`config.mk`:
```
export PLATFORM = sky130hd
export DESIGN_NAME = double_ended_queue_flat
export DESIGN_NICKNAME = d
export VERILOG_FILES = /design/src/rtl/dq_pkg.sv /design/src/rtl/dq_req_if.sv /design/src/rtl/dq_rsp_if.sv /design/src/rtl/dq_cell.sv /design/src/rtl/double_ended_queue.sv /design/src/flat_wrapper.sv
export VERILOG_INCLUDE_DIRS = /design/src /design/src/rtl
export SDC_FILE = /design/constraint.sdc
export NUM_CORES = 1
export LEC_CHECK = 0
export ABC_AREA = 1
export BUFFER_PORTS_ARGS = -buffer_cell sky130_fd_sc_hd__buf_2
export CAP_MARGIN = 25
export CORE_ASPECT_RATIO = 1.5
export CORE_UTILIZATION = 40
export DETAILED_ROUTE_END_ITERATION = 10
export MAX_ROUTING_LAYER = met4
export PLACE_DENSITY = 0.55
export SYNTH_ARGS = -nofsm -noshare
export SYNTH_HDL_FRONTEND = slang
export SYNTH_SLANG_ARGS = --single-unit
```
`constraint.sdc`:
```
create_clock -name clk -period 28.3 [get_ports clk]
set_input_delay 7.075 -clock clk [delete_from_list [all_inputs] [get_ports clk]]
set_output_delay 7.075 -clock clk [all_outputs]
set_load 0.005 [all_outputs]
```
`src/rtl/assert_macros.svh`:
```
// concurrent assertion helpers, empty under synthesis
`ifndef ASSERT_MACROS_SVH
`define ASSERT_MACROS_SVH

`ifndef SYNTHESIS

// property must hold at every clock edge outside reset
`define ASSERT_PROP(label, clk, rst_n, prop, msg) \
	label: assert property (@(posedge clk) disable iff (!rst_n) prop) else $error(msg);

// condition must never be seen outside reset
`define ASSERT_NEVER(label, clk, rst_n, cond, msg) \
	label: assert property (@(posedge clk) disable iff (!rst_n) !(cond)) else $error(msg);

`else

`define ASSERT_PROP(label, clk, rst_n, prop, msg)
`define ASSERT_NEVER(label, clk, rst_n, cond, msg)

`endif

`endif

```
`src/rtl/dq_pkg.sv`:
```
package dq_pkg;

	localparam int ACT_W  = 3;
	localparam int STAT_W = 2;
	localparam int VAL_W  = 32;

	localparam logic [ACT_W-1:0] ACT_PUSH_FRONT = 3'd0;
	localparam logic [ACT_W-1:0] ACT_PUSH_REAR  = 3'd1;
	localparam logic [ACT_W-1:0] ACT_POP_FRONT  = 3'd2;
	localparam logic [ACT_W-1:0] ACT_POP_REAR   = 3'd3;
	localparam logic [ACT_W-1:0] ACT_PEEK_FRONT = 3'd4;
	localparam logic [ACT_W-1:0] ACT_PEEK_REAR  = 3'd5;

	localparam logic [STAT_W-1:0] STAT_OK    = 2'd0;
	localparam logic [STAT_W-1:0] STAT_EMPTY = 2'd1;
	localparam logic [STAT_W-1:0] STAT_FULL  = 2'd2;

	typedef enum logic {
		S_IDLE,
		S_SEEK
	} dq_state_t;

	// per-cell control: load the port word, or take a ring neighbor
	typedef struct packed {
		logic load;
		logic dn;
		logic up;
	} dq_cell_ctl_t;

endpackage

```
`src/rtl/dq_req_if.sv`:
```
interface dq_req_if import dq_pkg::*; ();
	logic                    valid;
	logic                    ready;
	logic [ACT_W-1:0]        action;
	logic signed [VAL_W-1:0] push_value;

	modport source (output valid, action, push_value, input ready);
	modport sink   (input valid, action, push_value, output ready);
endinterface

```
`src/rtl/dq_rsp_if.sv`:
```
interface dq_rsp_if import dq_pkg::*; ();
	logic                    valid;
	logic                    ready;
	logic signed [VAL_W-1:0] out_value;
	logic [STAT_W-1:0]       status;
	logic                    is_empty;

	modport source (output valid, out_value, status, is_empty, input ready);
	modport sink   (input valid, out_value, status, is_empty, output ready);
endinterface

```
`src/rtl/dq_cell.sv`:
```
module dq_cell import dq_pkg::*; #(
	parameter int WORD_WIDTH = 32
) (
	input  logic                  clk,
	input  dq_cell_ctl_t          ctl,
	input  logic [WORD_WIDTH-1:0] load_word,
	input  logic [WORD_WIDTH-1:0] from_hi,
	input  logic [WORD_WIDTH-1:0] from_lo,
	output logic [WORD_WIDTH-1:0] word
);

	logic [WORD_WIDTH-1:0] word_q;

	always_ff @(posedge clk) begin
		if (ctl.load) begin
			word_q <= load_word;
		end else if (ctl.dn) begin
			word_q <= from_hi;
		end else if (ctl.up) begin
			word_q <= from_lo;
		end
	end

	assign word = word_q;

endmodule

```
`src/rtl/double_ended_queue.sv`:
```
// channel | dir | fields                          | accepted when
// req     | in  | action, push_value              | req.valid && req.ready
// rsp     | out | out_value, status, is_empty     | rsp.valid && rsp.ready
//
// the ring of cells rotates one place a cycle while seeking; only cell 0 is read or written
// an item needs r = min(t, DEPTH - t) rotations, t the cell it touches (r = 0 on errors)
// its result is registered once the rotations are done and the result slot is free; the next
// request is taken only back in idle, so requests never overlap; unused codes rotate nothing
// reset clears head, count and control; the cell words stay undefined until written
// a request is taken while a result still waits, but completes only once that result is taken
`include "assert_macros.svh"

module double_ended_queue import dq_pkg::*; #(
	parameter int DEPTH      = 16,
	parameter int WORD_WIDTH = 32
) (
	input  logic        clk,
	input  logic        arst_n,
	dq_req_if.sink      req,
	dq_rsp_if.source    rsp
);

	localparam int AW = (DEPTH > 1) ? $clog2(DEPTH) : 1;
	localparam int CW = $clog2(DEPTH + 1);
	localparam logic [AW-1:0] LAST = AW'(DEPTH - 1);
	localparam logic [AW-1:0] HALF = AW'(DEPTH / 2);
	localparam logic [CW:0]   DEPTH_X = (CW + 1)'(DEPTH);

	function automatic logic [WORD_WIDTH-1:0] to_word(input logic [VAL_W-1:0] v);
		logic [WORD_WIDTH-1:0] w;
		w = '0;
		for (int i = 0; i < WORD_WIDTH; i++) begin
			if (i < VAL_W) w[i] = v[i[4:0]];
		end
		return w;
	endfunction

	function automatic logic [VAL_W-1:0] from_word(input logic [WORD_WIDTH-1:0] w);
		logic [VAL_W-1:0] v;
		v = '0;
		for (int i = 0; i < WORD_WIDTH; i++) begin
			if (i < VAL_W) v[i[4:0]] = w[i];
		end
		return v;
	endfunction

	function automatic logic [AW-1:0] ring_inc(input logic [AW-1:0] x);
		return (x == LAST) ? '0 : AW'(x + AW'(1));
	endfunction

	function automatic logic [AW-1:0] ring_dec(input logic [AW-1:0] x);
		return (x == '0) ? LAST : AW'(x - AW'(1));
	endfunction

	dq_state_t             state_q, state_d;
	logic [ACT_W-1:0]      act_q;
	logic [WORD_WIDTH-1:0] word_q;
	logic [AW-1:0]         head_q, head_d;
	logic [CW-1:0]         cnt_q, cnt_d;
	logic [AW-1:0]         tgt_q, tgt_d;
	logic                  need_q, need_d;
	logic [STAT_W-1:0]     stat_q, stat_d;

	logic                  rsp_valid_q;
	logic [VAL_W-1:0]      rsp_value_q;
	logic [STAT_W-1:0]     rsp_stat_q;
	logic                  rsp_empty_q;

	logic                  accept, fin, slot_free, is_push;
	logic [CW-1:0]         fin_cnt;
	logic [CW:0]           sum_rear, sum_last;
	logic [AW-1:0]         at_rear, at_last;
	dq_cell_ctl_t          ring_ctl;
	logic [WORD_WIDTH-1:0] cell_word [DEPTH];

	assign req.ready = (state_q == S_IDLE);
	assign accept    = req.valid && req.ready;
	assign slot_free = !rsp_valid_q || rsp.ready;
	assign is_push   = (act_q == ACT_PUSH_FRONT) || (act_q == ACT_PUSH_REAR);

	// ring cells just past the rear and at the rear
	assign sum_rear = (CW + 1)'(head_q) + (CW + 1)'(cnt_q);
	assign sum_last = sum_rear - (CW + 1)'(1);
	assign at_rear  = (sum_rear >= DEPTH_X) ? AW'(sum_rear - DEPTH_X) : AW'(sum_rear);
	assign at_last  = (sum_last >= DEPTH_X) ? AW'(sum_last - DEPTH_X) : AW'(sum_last);

	always_comb begin
		state_d  = state_q;
		head_d   = head_q;
		cnt_d    = cnt_q;
		tgt_d    = tgt_q;
		need_d   = need_q;
		stat_d   = stat_q;
		ring_ctl = '0;
		fin      = 1'b0;
		fin_cnt  = cnt_q;
		case (state_q)
			S_IDLE: begin
				if (accept) begin
					state_d = S_SEEK;
					need_d  = 1'b0;
					stat_d  = STAT_OK;
					tgt_d   = head_q;
					if (req.action inside {ACT_PUSH_FRONT, ACT_PUSH_REAR}) begin
						if (cnt_q == CW'(DEPTH)) begin
							stat_d = STAT_FULL;
						end else begin
							need_d = 1'b1;
							tgt_d  = (req.action == ACT_PUSH_FRONT) ? ring_dec(head_q) : at_rear;
						end
					end else if (req.action inside {ACT_POP_FRONT, ACT_POP_REAR,
							ACT_PEEK_FRONT, ACT_PEEK_REAR}) begin
						if (cnt_q == '0) begin
							stat_d = STAT_EMPTY;
						end else begin
							need_d = 1'b1;
							tgt_d  = (req.action inside {ACT_POP_FRONT, ACT_PEEK_FRONT})
								? head_q : at_last;
						end
					end
				end
			end
			S_SEEK: begin
				if (need_q && tgt_q != '0) begin
					// rotate the nearer way until the touched entry sits in cell 0
					if (tgt_q <= HALF) begin
						ring_ctl.dn = 1'b1;
						tgt_d       = ring_dec(tgt_q);
						head_d      = ring_dec(head_q);
					end else begin
						ring_ctl.up = 1'b1;
						tgt_d       = ring_inc(tgt_q);
						head_d      = ring_inc(head_q);
					end
				end else if (slot_free) begin
					fin     = 1'b1;
					state_d = S_IDLE;
					if (need_q) begin
						case (act_q)
							ACT_PUSH_FRONT: begin
								ring_ctl.load = 1'b1;
								head_d        = '0;
								fin_cnt       = cnt_q + CW'(1);
							end
							ACT_PUSH_REAR: begin
								ring_ctl.load = 1'b1;
								fin_cnt       = cnt_q + CW'(1);
							end
							ACT_POP_FRONT: begin
								head_d  = ring_inc('0);
								fin_cnt = cnt_q - CW'(1);
							end
							ACT_POP_REAR: begin
								fin_cnt = cnt_q - CW'(1);
							end
							default: begin
							end
						endcase
					end
					cnt_d = fin_cnt;
				end
			end
			default: begin
				state_d = S_IDLE;
			end
		endcase
	end

	always_ff @(posedge clk or negedge arst_n) begin
		if (!arst_n) begin
			state_q <= S_IDLE;
		end else begin
			state_q <= state_d;
		end
	end

	always_ff @(posedge clk or negedge arst_n) begin
		if (!arst_n) begin
			head_q      <= '0;
			cnt_q       <= '0;
			need_q      <= 1'b0;
			rsp_valid_q <= 1'b0;
		end else begin
			head_q <= head_d;
			cnt_q  <= cnt_d;
			need_q <= need_d;
			if (fin) begin
				rsp_valid_q <= 1'b1;
			end else if (rsp.ready) begin
				rsp_valid_q <= 1'b0;
			end
		end
	end

	always_ff @(posedge clk) begin
		tgt_q  <= tgt_d;
		stat_q <= stat_d;
		if (accept) begin
			act_q  <= req.action;
			word_q <= to_word(req.push_value);
		end
		if (fin) begin
			rsp_value_q <= (need_q && !is_push) ? from_word(cell_word[0]) : '0;
			rsp_stat_q  <= stat_q;
			rsp_empty_q <= (fin_cnt == '0);
		end
	end

	for (genvar i = 0; i < DEPTH; i++) begin : g_cell
		dq_cell_ctl_t cell_ctl;

		assign cell_ctl.load = (i == 0) ? ring_ctl.load : 1'b0;
		assign cell_ctl.dn   = ring_ctl.dn;
		assign cell_ctl.up   = ring_ctl.up;

		dq_cell #(
			.WORD_WIDTH(WORD_WIDTH)
		) u_cell (
			.clk      (clk),
			.ctl      (cell_ctl),
			.load_word(word_q),
			.from_hi  (cell_word[(i + 1) % DEPTH]),
			.from_lo  (cell_word[(i + DEPTH - 1) % DEPTH]),
			.word     (cell_word[i])
		);
	end

	assign rsp.valid     = rsp_valid_q;
	assign rsp.out_value = rsp_value_q;
	assign rsp.status    = rsp_stat_q;
	assign rsp.is_empty  = rsp_empty_q;

	`ASSERT_PROP(a_rotate_keeps_count, clk, arst_n, (ring_ctl.dn || ring_ctl.up) |=> $stable(cnt_q), "count moved during rotation")
	`ASSERT_PROP(a_push_grows, clk, arst_n, (fin && need_q && is_push) |=> (cnt_q == $past(cnt_q) + CW'(1)), "accepted push did not grow the queue")
	`ASSERT_PROP(a_empty_flagged, clk, arst_n, (rsp.valid && rsp.status == STAT_EMPTY) |-> rsp.is_empty, "empty error on a queue that holds entries")
	`ASSERT_NEVER(a_over_depth, clk, arst_n, cnt_q > CW'(DEPTH), "count beyond depth")

endmodule
```
`src/flat_wrapper.sv`:
```
// flat-port wrapper written by rule: the top's interface ports become plain ports
module double_ended_queue_flat import dq_pkg::*;
#(
	parameter int DEPTH      = 16,
	parameter int WORD_WIDTH = 32
)
  (clk, arst_n, req_valid, req_action, req_push_value, req_ready, rsp_valid, rsp_out_value, rsp_status, rsp_is_empty, rsp_ready);
  dq_req_if req_i ();
  dq_rsp_if rsp_i ();
  input  logic clk;
  input  logic arst_n;
  input wire logic [$bits(req_i.valid)-1:0] req_valid;
  input wire logic [$bits(req_i.action)-1:0] req_action;
  input wire logic [$bits(req_i.push_value)-1:0] req_push_value;
  output wire logic [$bits(req_i.ready)-1:0] req_ready;
  output wire logic [$bits(rsp_i.valid)-1:0] rsp_valid;
  output wire logic [$bits(rsp_i.out_value)-1:0] rsp_out_value;
  output wire logic [$bits(rsp_i.status)-1:0] rsp_status;
  output wire logic [$bits(rsp_i.is_empty)-1:0] rsp_is_empty;
  input wire logic [$bits(rsp_i.ready)-1:0] rsp_ready;
  assign req_i.valid = req_valid;
  assign req_i.action = req_action;
  assign req_i.push_value = req_push_value;
  assign req_ready = req_i.ready;
  assign rsp_valid = rsp_i.valid;
  assign rsp_out_value = rsp_i.out_value;
  assign rsp_status = rsp_i.status;
  assign rsp_is_empty = rsp_i.is_empty;
  assign rsp_i.ready = rsp_ready;
  double_ended_queue #(.DEPTH(DEPTH), .WORD_WIDTH(WORD_WIDTH)) u_core (.clk(clk), .arst_n(arst_n), .req(req_i), .rsp(rsp_i));
endmodule
```
# After elaboration in Yosys (flattened, before gate mapping)
# Cells that the tools add are included.
[word_totals]
elab_cells = 167
rom_bits = 0
inputBits = 39
output_inout_bits = 37
memories = 0
ff_bits = 600
mem_bits_rw = 0
latchBits = 0
[op_classes]
n_addsub = 10
n_shift = 0
multipliers = 0
order_cmp = 3
n_reduce_logical = 28
muxes = 84
n_eq_ne = 13
bitwise = 1
n_div = 0
[op_table]
columns = ["operator", "n"]
rows = [
  ["2-to-1 mux 32 bit", 33],
  ["2-to-1 mux 4 bit", 19],
  ["2-to-1 mux 5 bit", 4],
  ["2-to-1 mux 1 bit", 19],
  ["case mux 4 bit (2 select lines)", 2],
  ["subtractor 4 x 1 -> 4 bit (second input constant)", 4],
  ["== test 3 x 2 -> 1 bit (second input constant)", 4],
  ["greater-or-equal comparator 6 x 5 -> 1 bit (second input constant)", 2],
  ["nonzero test 2 bit", 6],
  ["logical NOT 5 bit", 2],
  ["case mux 5 bit (2 select lines)", 1],
  ["adder 4 x 1 -> 4 bit (second input constant)", 2],
  ["== test 4 bit (second input constant)", 2],
  ["logical NOT 4 bit", 2],
  ["2-to-1 mux 2 bit", 4],
  ["nonzero test 4 bit", 2],
  ["adder 4 x 5 -> 6 bit", 1],
  ["== test 3 x 1 -> 1 bit (second input constant)", 2],
  ["== test 3 bit (second input constant)", 2],
  ["logical NOT 3 bit", 2],
  ["nonzero test 3 bit", 2],
  ["subtractor 6 x 1 -> 6 bit (second input constant)", 1],
  ["adder 5 x 1 -> 5 bit (second input constant)", 1],
  ["== test 5 bit (second input constant)", 1],
  ["12 further kinds", 19],
]

# Depth between registers and ports, before layout
[logic_depth]
ltp_word = 10
depth_mapped = 13
mapped_depth_nobuf = 12

# Hierarchy
# A second synthesis with hierarchy kept.
[unflattened]
hier_cells = 4760
area_unflattened_um2 = 35636.7
[by_module_without_submodules]
columns = ["module", "n_inst", "cells_each", "seq_area_each_um2", "area_each_um2"]
rows = [
  ["dq_cell", 16, 274, 960.9, 1974.4],
  ["double_ended_queue", 1, 376, 2582.5, 4046.4],
]

# Least setup slack after synthesis
# OpenSTA, ideal clock, no wires.
[synth_timing]
path_type = "flip-flop to flip-flop"
startpoint = "register u_core.tgt_q[0]"
endpoint = "register u_core.g_cell[10].u_cell.word_q[0], enable pin"
setup_time_ns = 0.825
stages_incl_launch_ff = 8
synth_period_minus_slack_ns = 11.032
arrival_time_ns = 10.207
path_buffers = 0
t_required_ns = 27.475
slack_ns = 17.268
path_cell_list = "edfxtp_1 > inv_1 > ha_1 > inv_1 > nor2_4 > nand2_4 > nand3_4 > inv_1"
[synth_between]
elab_chain_cells = 5
word_cells_on_any_way = 8
classes_between = "order compare: 1; mux: 4; reduce/logical: 3"
[synth_rtl]
columns = ["item", "line_no", "text"]
rows = [
  ["start: declaration", "double_ended_queue.sv:60", "logic [AW-1:0] tgt_q, tgt_d;"],
  ["start signal: assignment", "double_ended_queue.sv:196", "tgt_q <= tgt_d;"],
  ["<= comparator 4 bit / nonzero test 4 bit (equally long branches)", "double_ended_queue.sv:126, double_ended_queue.sv:124", ""],
  ["2-to-1 mux 1 bit / logical AND 1 bit (equally long branches)", "double_ended_queue.sv:126, double_ended_queue.sv:124", ""],
  ["2-to-1 mux 2 bit *", "double_ended_queue.sv:124", "if (need_q && tgt_q != '0) begin"],
  ["2-to-1 mux 3 bit *", "double_ended_queue.sv:97", "case (state_q)"],
  ["nonzero test 2 bit (no line) *", "n/a", ""],
  ["end signal: assignment", "dq_cell.sv:16", "word_q <= load_word;"],
  ["end signal: assignment", "dq_cell.sv:18", "word_q <= from_hi;"],
  ["end signal: assignment", "dq_cell.sv:20", "word_q <= from_lo;"],
  ["end: declaration", "dq_cell.sv:12", "logic [WORD_WIDTH-1:0] word_q;"],
]
# Mark *: on every way between the ends. The rest lies on a longest branch, timed or not.
# A chain may end at the register's enable or synchronous reset.

# Worst setup path after layout
[layout_timing]
startpoint = "input port rsp_ready"
endpoint = "register u_core.g_cell[0].u_cell.word_q[13], enable pin"
[layout_between]
elab_chain_cells = 5
[layout_rtl]
columns = ["item", "line_no", "text"]
rows = [
  ["start: declaration", "flat_wrapper.sv:20", "input wire logic [$bits(rsp_i.ready)-1:0] rsp_ready;"],
  ["logical OR 1 bit", "double_ended_queue.sv:78", "assign slot_free = !rsp_valid_q || rsp.ready;"],
  ["2-to-1 mux 1 bit", "double_ended_queue.sv:135", "end else if (slot_free) begin"],
  ["2-to-1 mux 1 bit", "double_ended_queue.sv:124", ""],
  ["2-to-1 mux 3 bit", "double_ended_queue.sv:97", ""],
  ["nonzero test 3 bit (no line)", "n/a", ""],
  ["end signal: assignment", "dq_cell.sv:16", ""],
  ["end signal: assignment", "dq_cell.sv:18", ""],
  ["end signal: assignment", "dq_cell.sv:20", ""],
  ["end: declaration", "dq_cell.sv:12", ""],
]
# Every way passes these cells.

==> metrics.yaml <==
final_common_cell: "nand2_1"
start_kind: "input port"
track_usage_pct: 15.83
min_path_type: "reg2reg"
num_vias: 16150
endpoint_kind: "register"
antenna_found_initial: 4
ys_seq_area_share_pct: 70.10
final_core_util_pct: 44.80
fin_skew_ps: 11.56
clockBufferDepth: 3
synth_area_per_cell_um2: 11.01
syn_inst: 2327
path_max_fanout: 65
nets: 2403
ir_worst_vdd_v: 0.0002246
cp.required_ps: 28640
drt_iter0_markers: 1338
clk_latency_ps: 590
critPathArrivalTime_ps: 9100
tns_ps: 0
first_pass_iters: 6
max-cap-violations: 0
post_drt_wl_per_cell_um: 15.47
core.rowCount: 113
syn-num-nets: 2381
die_h_um: 311.9
r2r-start: "u_core.tgt_q[0]"
ys_warn_count: 0
status: "finished clean"
port_buffers: 75
drc_errors: 0
ys_types: 38
routed_wl_um: 49550
syn_area_um2: 25620
postCtsSetupBuffers: 0
slew_headroom_pct: 24.92
cp-startpoint: "rsp_ready"
ant_nets: 0
grt_pass1_vias: 16090
place_congestion: 0.8643
core_um2: 63340
slew_violations: 0
ys_ff_latch: 600
htree_levels: 2
initial_core_util_pct: 40.44
clock_sinks: 600
p_per_area_nw_per_um2: 137.5
setup_viol: 0
hold_ws_ps: 420.5
boundaryPins: 76
layout_common_cells: "676 x nand2_1, 588 x edfxtp_1, 264 x inv_1, 235 x o21ai_0, 224 x o21ai_1"
cts_tree: "yes"
finalCriticalPeriod_ps: 8759
drive_gt1_share_pct: 7.516
path_clk_slew_ps: 60
grt_max_degree: 269
max_freq_mhz: 114.2
viasPerCell: 5.039
cts-root-buf: "clkbuf_16"
cts_inserted_buffers: 55
grt_pass1_wl_um: 82450
grt_overflow: 0
p_leak_nw: 11.09
holdCritStartpoint: "u_core.stat_q[1]"
dieArea_um2: 65080
worst_slew_pin_slew_ps: 1126
post-route-period-util_pct: 30.95
cts_resized: 0
critPathKind: "in2reg"
grt_setup_unrepaired: "no"
hold_viol: 0
dieWidth_um: 208.6
hpwl_um: 28680
syn_to_final_growth_pct: 10.78
hold_buffers: 0
-- area by class of cell --
type	instances	area (um^2)
sequential	600	17960
inverter	269	1033
fill	5949	34960
multi-input combinational	1336	6037
tap	805	1007
clock inverter	36	290.3
timing repair buffer	87	580.6
antenna	4	10.01
clock buffer	67	1464
-- metrics by stage --
| stage | instances | power, mW | instance area, um^2 | worst slack, ps |
|---|---|---|---|---|
| after floorplan | 2327 | 2.981 | 25620 | 17270 |
| after global placement | 3093 | 3.136 | 26520 | 18650 |
| after detailed placement | 3095 | 3.195 | 26560 | 18870 |
| after CTS | 3198 | 3.948 | 28310 | 19520 |
| after global routing | 3204 | 4.213 | 28380 | 19360 |
| final | 3204 | 3.903 | 28380 | 19540 |
-- critical path, cell delays in order --
cell     delay [ps]
buf_2           100
inv_1            60
nand2_1         140
nand3_4         170
inv_2            70
nand2_4         600
nand2_2         530
buf_12          340
-- cell families after synthesis --
| group | share of synthesized area [%] |
|---|---|
| adder cells (fa/ha/maj) | 0.7913 |
| XOR/XNOR | 0.2051 |
| AO/OA/AOI/OAI | 10.31 |
| flip-flops | 70.10 |
| AND/OR/NAND/NOR | 12.15 |
| buffers and inverters | 6.447 |
-- metal layers --
metal  wire length (um)  vias up  global-route usage (%)
met4               1163        0                   5.013
met5                  0        -                       -
met2              23970      271                   25.40
met3               2229       73                   2.723
li1                   -     7927                       -
met1              22190     7875                   20.50
-- synthesized netlist by cell type, drive strengths merged --
| library cell | instances | area, um^2 |
|---|---|---|
| inv | 268 | 1008 |
| buf | 115 | 613.1 |
| xor2 | 4 | 35.03 |
| edfxtp | 588 | 17660 |
| or2 | 1 | 6.260 |
| nor2 | 90 | 371.6 |
| nand3 | 22 | 135.1 |
| fa | 2 | 40.04 |
| clkinv | 1 | 3.750 |
| a21oi | 14 | 70.07 |
| nor3 | 1 | 5.000 |
| o21ai | 460 | 2302 |
| nand4 | 3 | 18.77 |
| and2 | 1 | 6.260 |
| ha | 13 | 162.7 |
| o211ai | 1 | 7.510 |
| o31ai | 1 | 7.510 |
| o22ai | 2 | 12.51 |
| a31oi | 36 | 225.2 |
| nand2 | 680 | 2562 |
| dfrtp | 12 | 300.3 |
| xnor2 | 2 | 17.52 |
| clkbuf | 7 | 26.28 |
| a22oi | 1 | 7.510 |
| nand3b | 1 | 7.510 |
| o21a | 1 | 7.510 |
-- where the power goes --
part | internal [mW] | switching (mW) | leakage [nW]
Sequential | 1.74 | 0.193 | 5.74
Clock | 0.412 | 0.321 | 0.863
Combinational | 0.364 | 0.872 | 4.49
-- path summary, 6_finish.rpt --
kind / endpoint / slack, ps / cells after the start
max reg2reg: u_core.g_cell[3].u_cell.word[20] / 24270 / 10
min reg2reg: u_core.rsp.status[1] / 420 / 0
min in group asynchronous: u_core.need_q / 6370 / 1
max: u_core.g_cell[0].u_cell.word[13] / 19540 / 8
min: u_core.rsp.status[1] / 420 / 0
max in group asynchronous: u_core.head_q[1] / 21700 / 1
-- sequential cells by signal (all words and copies together), names as in the netlist --
register / flops
u_core.g_cell.u_cell.word: 512
u_core.need_q: 1
u_core.state_q: 1
u_core.tgt_q: 4
u_core.rsp.out_value: 32
u_core.rsp.is_empty: 1
u_core.act_q: 3
u_core.stat_q: 2
u_core.head_q: 4
u_core.word_q: 32
u_core.rsp.valid: 1
u_core.rsp.status: 2
u_core.cnt_q: 5
Power figures use the tool's default switching activity.
